--- config.mk ---
export PLATFORM = sky130hd
export DESIGN_NAME = zero_crossing_gain_switch
export DESIGN_NICKNAME = d
export VERILOG_FILES = /design/src/design/zcgs_pkg.sv /design/src/design/zero_crossing_gain_switch.sv
export SDC_FILE = /design/constraint.sdc
export NUM_CORES = 2
export LEC_CHECK = 0
export BUFFER_PORTS_ARGS = -buffer_cell sky130_fd_sc_hd__buf_2
export CORE_MARGIN = 5
export CORE_UTILIZATION = 58
export CTS_CLUSTER_SIZE = 40
export DETAILED_ROUTE_END_ITERATION = 8
export GPL_TIMING_DRIVEN = 0
export HOLD_SLACK_MARGIN = 0.06
export PLACE_DENSITY = 0.79
export SYNTH_ARGS = -nofsm -noshare
export SYNTH_HDL_FRONTEND = slang
export SYNTH_SLANG_ARGS = --single-unit
--- constraint.sdc ---
create_clock -name clk -period 8.75 [get_ports clk]
set_clock_uncertainty 0.2 [all_clocks]
set_input_delay 0.4375 -clock clk [delete_from_list [all_inputs] [get_ports clk]]
set_output_delay 0.4375 -clock clk [all_outputs]
set_load 0.02 [all_outputs]
--- src/design/zcgs_pkg.sv ---
// Package for the zero-crossing gain switch.
// Holds the transaction structs, operation and sign codes, the channel state entry
// and the volume-to-gain table. No dependencies.
package zcgs_pkg;

  localparam int MaxChans   = 6;
  localparam int SampleBits = 24;
  localparam int ChanBits   = 3;
  localparam int VolBits    = 7;
  localparam int GainBits   = 17;
  localparam int GainShift  = 16;
  localparam int ProdBits   = SampleBits + GainBits + 1;
  localparam int VolMax     = 100;
  localparam int GainDiv    = 10000;
  localparam int GainRound  = 5000;
  localparam int TableDepth = 1 << VolBits;

  localparam logic [GainBits-1:0] UnityGain  = GainBits'(1 << GainShift);
  localparam logic [ChanBits-1:0] CountReset = ChanBits'(2);
  localparam logic [ChanBits-1:0] CountMax   = ChanBits'(MaxChans);

  typedef enum logic [1:0] {
    OP_SAMPLE = 2'd0,
    OP_VOLUME = 2'd1,
    OP_COMMIT = 2'd2
  } op_t;

  typedef enum logic [1:0] {
    SIGN_UNSET = 2'd0,
    SIGN_POS   = 2'd1,
    SIGN_NEG   = 2'd2
  } sign_t;

  typedef struct packed {
    logic [1:0]                   operation;
    logic [ChanBits-1:0]          channel;
    logic signed [SampleBits-1:0] sample_in;
    logic [VolBits-1:0]           volume_level;
  } in_data_t;

  typedef struct packed {
    logic [ChanBits-1:0]          channel_out;
    logic signed [SampleBits-1:0] sample_out;
  } out_data_t;

  typedef struct packed {
    logic [GainBits-1:0] active;
    logic [GainBits-1:0] pending;
    sign_t               ref_sign;
  } entry_t;

  localparam entry_t ResetEntry = '{active: UnityGain, pending: UnityGain,
                                    ref_sign: SIGN_UNSET};

  typedef logic [GainBits-1:0] gain_table_t [TableDepth];

  // (v/100)^2 in Q1.16, rounded half up; codes above 100 are never used
  function automatic gain_table_t build_gain_table();
    gain_table_t t;
    for (int v = 0; v < TableDepth; v++) begin
      if (v <= VolMax) begin
        t[v] = GainBits'((v * v * (1 << GainShift) + GainRound) / GainDiv);
      end else begin
        t[v] = '0;
      end
    end
    return t;
  endfunction

  localparam gain_table_t GainTable = build_gain_table();

endpackage

--- src/design/zero_crossing_gain_switch.sv ---
// Zero-crossing gain switch: per-channel gain stage, top level.
// Input passes through the stage 1 registers to the output register; one per cycle unless out_ready stalls it.
// Channel state sits in a 6-entry synchronous memory: read at accept, modified and
// written back when stage 1 advances, with forwarding for back-to-back hits on one channel.
// Reset (sync, active low) clears per-entry valid bits so every entry reads as unity
// gain with no reference sign; no clearing pass. Channel count resets to 2.
module zero_crossing_gain_switch (
  input  logic                      clk,
  input  logic                      rst_n,
  input  logic                      in_valid,
  output logic                      in_ready,
  input  zcgs_pkg::in_data_t        in_data,
  output logic                      out_valid,
  input  logic                      out_ready,
  output zcgs_pkg::out_data_t       out_data,
  input  logic                      cfg_psel,
  input  logic                      cfg_penable,
  input  logic                      cfg_pwrite,
  input  logic [2:0]                cfg_paddr,
  input  logic [31:0]               cfg_pwdata,
  output logic [31:0]               cfg_prdata,
  output logic                      cfg_pready
);

  localparam int CB = zcgs_pkg::ChanBits;
  localparam int GB = zcgs_pkg::GainBits;
  localparam int SB = zcgs_pkg::SampleBits;
  localparam int PB = zcgs_pkg::ProdBits;
  localparam int MC = zcgs_pkg::MaxChans;

  // configuration
  logic [CB-1:0] chan_count_r;
  logic [CB-1:0] eff_count;
  logic          cfg_wr;

  assign cfg_pready = 1'b1;
  assign cfg_wr = cfg_psel && cfg_penable && cfg_pwrite && cfg_pready && !cfg_paddr[2];

  always_ff @(posedge clk) begin
    if (!rst_n) begin
      chan_count_r <= zcgs_pkg::CountReset;
    end else if (cfg_wr) begin
      chan_count_r <= cfg_pwdata[CB-1:0];
    end
  end

  always_comb begin
    cfg_prdata = '0;
    if (!cfg_paddr[2]) begin
      cfg_prdata[CB-1:0] = chan_count_r;
    end
  end

  always_comb begin
    if (chan_count_r == '0) begin
      eff_count = CB'(1);
    end else if (chan_count_r > zcgs_pkg::CountMax) begin
      eff_count = zcgs_pkg::CountMax;
    end else begin
      eff_count = chan_count_r;
    end
  end

  // stage 0 decode
  logic in_accept;
  logic in_chan_ok;
  logic in_act;

  assign in_accept  = in_valid && in_ready;
  assign in_chan_ok = in_data.channel < eff_count;

  always_comb begin
    case (in_data.operation)
      zcgs_pkg::OP_SAMPLE: in_act = in_chan_ok;
      zcgs_pkg::OP_VOLUME: in_act = in_chan_ok &&
                                    (in_data.volume_level <= zcgs_pkg::VolBits'(zcgs_pkg::VolMax));
      zcgs_pkg::OP_COMMIT: in_act = 1'b1;
      default:             in_act = 1'b0;
    endcase
  end

  // stage 1 registers
  logic                 s1_valid_r;
  logic                 s1_act_r;
  logic [1:0]           s1_op_r;
  logic [CB-1:0]        s1_ch_r;
  logic signed [SB-1:0] s1_sample_r;
  logic [GB-1:0]        s1_pgain_r;

  // state memory and its bookkeeping
  zcgs_pkg::entry_t mem [MC];
  zcgs_pkg::entry_t rd_r;
  logic [MC-1:0]    valid_r;
  logic [MC-1:0]    commit_r;
  logic             fwd_hit_r;
  logic [CB-1:0]    fwd_ch_r;
  zcgs_pkg::entry_t fwd_entry_r;

  logic             s1_go;
  logic             s1_out;
  logic             wr_en;
  zcgs_pkg::entry_t raw;
  zcgs_pkg::entry_t cur;
  zcgs_pkg::entry_t new_entry;
  logic [GB-1:0]    out_gain;
  logic signed [PB-1:0] prod;

  logic                 out_valid_r;
  zcgs_pkg::out_data_t  out_data_r;

  assign s1_out   = s1_act_r && (s1_op_r == zcgs_pkg::OP_SAMPLE);
  assign s1_go    = s1_valid_r && (!s1_out || !out_valid_r || out_ready);
  assign in_ready = !s1_valid_r || s1_go;
  assign wr_en    = s1_go && s1_act_r && (s1_op_r != zcgs_pkg::OP_COMMIT);

  always_ff @(posedge clk) begin
    if (!rst_n) begin
      s1_valid_r <= 1'b0;
    end else if (in_accept) begin
      s1_valid_r <= 1'b1;
    end else if (s1_go) begin
      s1_valid_r <= 1'b0;
    end
  end

  always_ff @(posedge clk) begin
    if (in_accept) begin
      s1_act_r    <= in_act;
      s1_op_r     <= in_data.operation;
      s1_ch_r     <= in_data.channel;
      s1_sample_r <= in_data.sample_in;
      s1_pgain_r  <= zcgs_pkg::GainTable[in_data.volume_level];
    end
  end

  always_ff @(posedge clk) begin
    if (in_accept && in_chan_ok) begin
      rd_r <= mem[in_data.channel];
    end
    if (wr_en) begin
      mem[s1_ch_r] <= new_entry;
    end
  end

  always_ff @(posedge clk) begin
    if (!rst_n) begin
      fwd_hit_r <= 1'b0;
    end else if (in_accept) begin
      fwd_hit_r <= wr_en;
    end
  end

  always_ff @(posedge clk) begin
    if (in_accept) begin
      fwd_ch_r    <= s1_ch_r;
      fwd_entry_r <= new_entry;
    end
  end

  always_ff @(posedge clk) begin
    if (!rst_n) begin
      valid_r  <= '0;
      commit_r <= '0;
    end else if (s1_go && s1_act_r) begin
      if (s1_op_r == zcgs_pkg::OP_COMMIT) begin
        commit_r <= '1;
      end else begin
        valid_r[s1_ch_r]  <= 1'b1;
        commit_r[s1_ch_r] <= 1'b0;
      end
    end
  end

  // current entry: forwarded write, then reset and pending-commit views
  always_comb begin
    raw = (fwd_hit_r && (fwd_ch_r == s1_ch_r)) ? fwd_entry_r : rd_r;
    if (!valid_r[s1_ch_r]) begin
      cur = zcgs_pkg::ResetEntry;
    end else if (commit_r[s1_ch_r]) begin
      cur = '{active: raw.pending, pending: raw.pending, ref_sign: zcgs_pkg::SIGN_UNSET};
    end else begin
      cur = raw;
    end
  end

  always_comb begin
    logic           is_zero;
    zcgs_pkg::sign_t sg;
    zcgs_pkg::sign_t ref1;
    logic           differ;
    logic           sw;
    is_zero   = (s1_sample_r == '0);
    sg        = (!s1_sample_r[SB-1] && !is_zero) ? zcgs_pkg::SIGN_POS : zcgs_pkg::SIGN_NEG;
    ref1      = (cur.ref_sign == zcgs_pkg::SIGN_UNSET) ? sg : cur.ref_sign;
    differ    = (cur.pending != cur.active);
    sw        = differ && ((sg != ref1) || is_zero);
    new_entry = cur;
    case (s1_op_r)
      zcgs_pkg::OP_VOLUME: begin
        new_entry.pending  = s1_pgain_r;
        new_entry.ref_sign = zcgs_pkg::SIGN_UNSET;
      end
      zcgs_pkg::OP_SAMPLE: begin
        if (sw) begin
          new_entry.active   = cur.pending;
          new_entry.ref_sign = zcgs_pkg::SIGN_UNSET;
        end else if (differ) begin
          new_entry.ref_sign = ref1;
        end
      end
      default: begin
        new_entry = cur;
      end
    endcase
  end

  assign out_gain = new_entry.active;
  assign prod = PB'(s1_sample_r) * $signed({1'b0, out_gain});

  always_ff @(posedge clk) begin
    if (!rst_n) begin
      out_valid_r <= 1'b0;
    end else if (s1_go && s1_out) begin
      out_valid_r <= 1'b1;
    end else if (out_ready) begin
      out_valid_r <= 1'b0;
    end
  end

  always_ff @(posedge clk) begin
    if (s1_go && s1_out) begin
      out_data_r.channel_out <= s1_ch_r;
      out_data_r.sample_out  <= prod[zcgs_pkg::GainShift +: SB];
    end
  end

  assign out_valid = out_valid_r;
  assign out_data  = out_data_r;

endmodule

==> reports/results.ini <==
[status]
outcome=complete, but fails checks
violations=setup timing

[setup_path]
rr_worst_depth=33
critPathLaunchType=flop
end_kind=flop
slowest_stage=edfxtp_1
arrival_ns=9.55
required_ns=8.86
crit_top_cell=fa_1
critical_path_class=flop to flop
critPathMaxFanout=16
cp_slowest_stage_delay_ns=0.75

[logic_synthesis]
async_flop_share=0
ys_seq_area_frac=0.359
ys.flop_type=edfxtp_1
yosys_warnings=0
synth_edf_count=365
ys_ff_latch=383
synth_cell_type_count=79
syn_inst=2799
syn_area_um2=31600
syn_avg_cell_area_um2=11.3

[floorplanning]
core.rowCount=85
fp.dieW_um=243
io_pins=140
fp.dieH_um=243
die_area_um2=59200
initial_utilization=0.586
core_um2=53800

[hold_path]
hold_class=input pin to flop
holdPathStages=4

[cts]
clock_latency_ns=0.58
cts_tree=yes
clk_pin_slew_worst_paths_ns=0.06
numCtsBuffers=41
cts_buffer_depth=3
cts_root_buf=clkbuf_16
cts.sinks=383
htree_levels=2

[pwr]
total_power_mw=4.66
peakVddDrop_mv=0.147
p_leak_nw=15.8
pwr_density_cell_nw_per_um2=128

[detailed_routing]
dr.pass1.iters=6
vias_per_cell=5.96
drt_wl_total_um=90900
antenna_left=0
num_vias=22763
wl_per_cell_um=23.8
drtIter0Drc=2594
drc=0

[timing]
tns_ns=-6.67
slew_headroom=0.250
hold_ws_ns=0.136
worst_slack_ns=-0.696
worstMarginPinSlew_ns=1.13
slew_violations=0
fin_crit_ns=9.45
finalCritPeriodShare=1.08
setup_viol=18
rsz0062_at_grt=true
finalHoldViolCount=0
fmax_mhz=106

[global_routing]
antenna_found_initial=2
grt.overflow.total=0
grt_pass1_vias=24529
grt_usage=0.310
grt_max_degree=37
grt_pass1_wl_um=142000

[finish]
fin_util=0.677
instances_no_fill=3820
syn_to_final_growth_pct=15.5
drive_gt1_frac=0.159
layout.nets=3676
final_area_um2=36500

[flow_run]
cap_violations=0

[placed_design]
place_inst=3626
place_ws_ns=-1.89
placed_cell_area_um2=33400
gp_congestion=0.984
hpwl_um=66000
port_buffers=77

critical path: cells and delay by family, from the launching register on:
family / cells / cell delay (ns)
DFF: 1 / 0.75
muxes: 1 / 0.30
AOI/OAI and AO/OA: 9 / 2.05
xor gates and xnor gates: 1 / 0.25
adders and majority gates: 7 / 3.35
and+or+nand+nor: 9 / 1.59
buffers and inverters: 6 / 0.66
cell usage after synthesis (7+ instances only):
cell | instances | area share
o21ai_0 | 80 | 0.013
nor3_1 | 20 | 0.0032
buf_1 | 22 | 0.0026
nand2b_1 | 14 | 0.0028
mux4_2 | 39 | 0.028
a21boi_0 | 8 | 0.0019
o22ai_1 | 7 | 0.0014
a31oi_1 | 11 | 0.0022
o21a_1 | 18 | 0.0043
nor2_4 | 12 | 0.0043
nand2_1 | 286 | 0.034
and3_1 | 7 | 0.0014
nor4_1 | 10 | 0.0020
dfxtp_1 | 18 | 0.011
nand3_1 | 15 | 0.0024
inv_1 | 462 | 0.055
mux2i_1 | 81 | 0.026
ha_1 | 122 | 0.048
a211oi_1 | 21 | 0.0050
o211ai_1 | 9 | 0.0021
nor2_1 | 116 | 0.014
fa_1 | 387 | 0.25
mux2_2 | 8 | 0.0029
xnor2_1 | 44 | 0.012
a21oi_1 | 113 | 0.018
xor2_1 | 23 | 0.0064
mux2_4 | 11 | 0.0052
buf_4 | 46 | 0.011
nor2b_1 | 36 | 0.0071
a221oi_1 | 7 | 0.0019
edfxtp_1 | 365 | 0.35
clkbuf_1 | 90 | 0.011
o31ai_1 | 13 | 0.0031
buf_6 | 12 | 0.0043
and2_1 | 175 | 0.035
sequential cells by signal, summed over array words and instances (netlist names):
signal	count
s1_pgain_r	17
s1_ch_r	3
s1_sample_r	24
chan_count_r	3
rd_r	36
s1_act_r	1
valid_r	6
mem	216
fwd_ch_r	3
s1_op_r	2
out_data	27
commit_r	6
s1_valid_r	1
fwd_entry_r	36
fwd_hit_r	1
out_valid	1
power by group:
part / internal (mW) / switching, mW / leakage (nW)
registers: 2.07 / 0.0589 / 3.72
logic: 0.285 / 0.459 / 11.4
clock network: 1.05 / 0.745 / 0.677
total: 3.40 / 1.26 / 15.8
routing by layer:
| layer | share of wire | global-route usage | vias up |
|---|---|---|---|
| met5 | 0 | 0 | - |
| met4 | 0.049 | 0.124 | 0 |
| met3 | 0.11 | 0.0678 | 308 |
| met2 | 0.47 | 0.499 | 1428 |
| met1 | 0.37 | 0.416 | 11353 |
| li1 | - | - | 9674 |
path summary, 6_finish.rpt:
kind	from	end	slack (ns)
min	cfg_penable	chan_count_r[1]$_SDFFE_PN1P_	0.14
min reg2reg	valid_r[0]$_SDFFE_PN0P_	valid_r[0]$_SDFFE_PN0P_	0.26
max reg2reg	s1_sample_r[9]$_DFFE_PP_	out_data[23]$_DFFE_PP_	-0.70
max	s1_sample_r[9]$_DFFE_PP_	out_data[23]$_DFFE_PP_	-0.70
layout make-up:
| type | count | area [um^2] |
|---|---|---|
| multi-input cells | 1802 | 18200 |
| fillers | 3815 | 17400 |
| flip-flops and latches | 383 | 11300 |
| repair buffers | 226 | 1840 |
| inverters | 462 | 1730 |
| plain buffers | 173 | 1100 |
| clock buffers | 50 | 1090 |
| well taps | 696 | 871 |
| clock inverters | 26 | 303 |
| diodes | 2 | 5.00 |
what timing repair did:
action / 4_1_cts / 5_1_grt
endpoints found under the hold margin: 42 / 0
cloned: 2 / 0
pin swaps: 65 / 23
setup buffers: 73 / 14
setup endpoints to repair: 24 / 21
hold buffers: 35 / 0
gates resized for setup: 112 / 27
cell families after synthesis:
kind of cell             after synthesis  synth area share
multiplexers                         139            0.0616
AO/OA/AOI/OAI                        333            0.0669
XOR/XNOR                              68            0.0193
flip-flops                           383             0.359
buffers and inverters                642            0.0856
adder cells (fa/ha/maj)              509             0.294
other                                  2          0.000238
AND/OR/NAND/NOR                      723             0.114
cell usage in the layout (no fill, tap or decap), drive strengths merged, types with 113 or more instances in the layout:
cell type	netlist	final
inv	462	467
fa	387	387
edfxtp	365	365
nand2	286	286
buf	87	272
and2	176	176
clkbuf	93	141
nor2	130	130
ha	122	122
a21oi	113	113
Power figures use the tool's default switching activity.
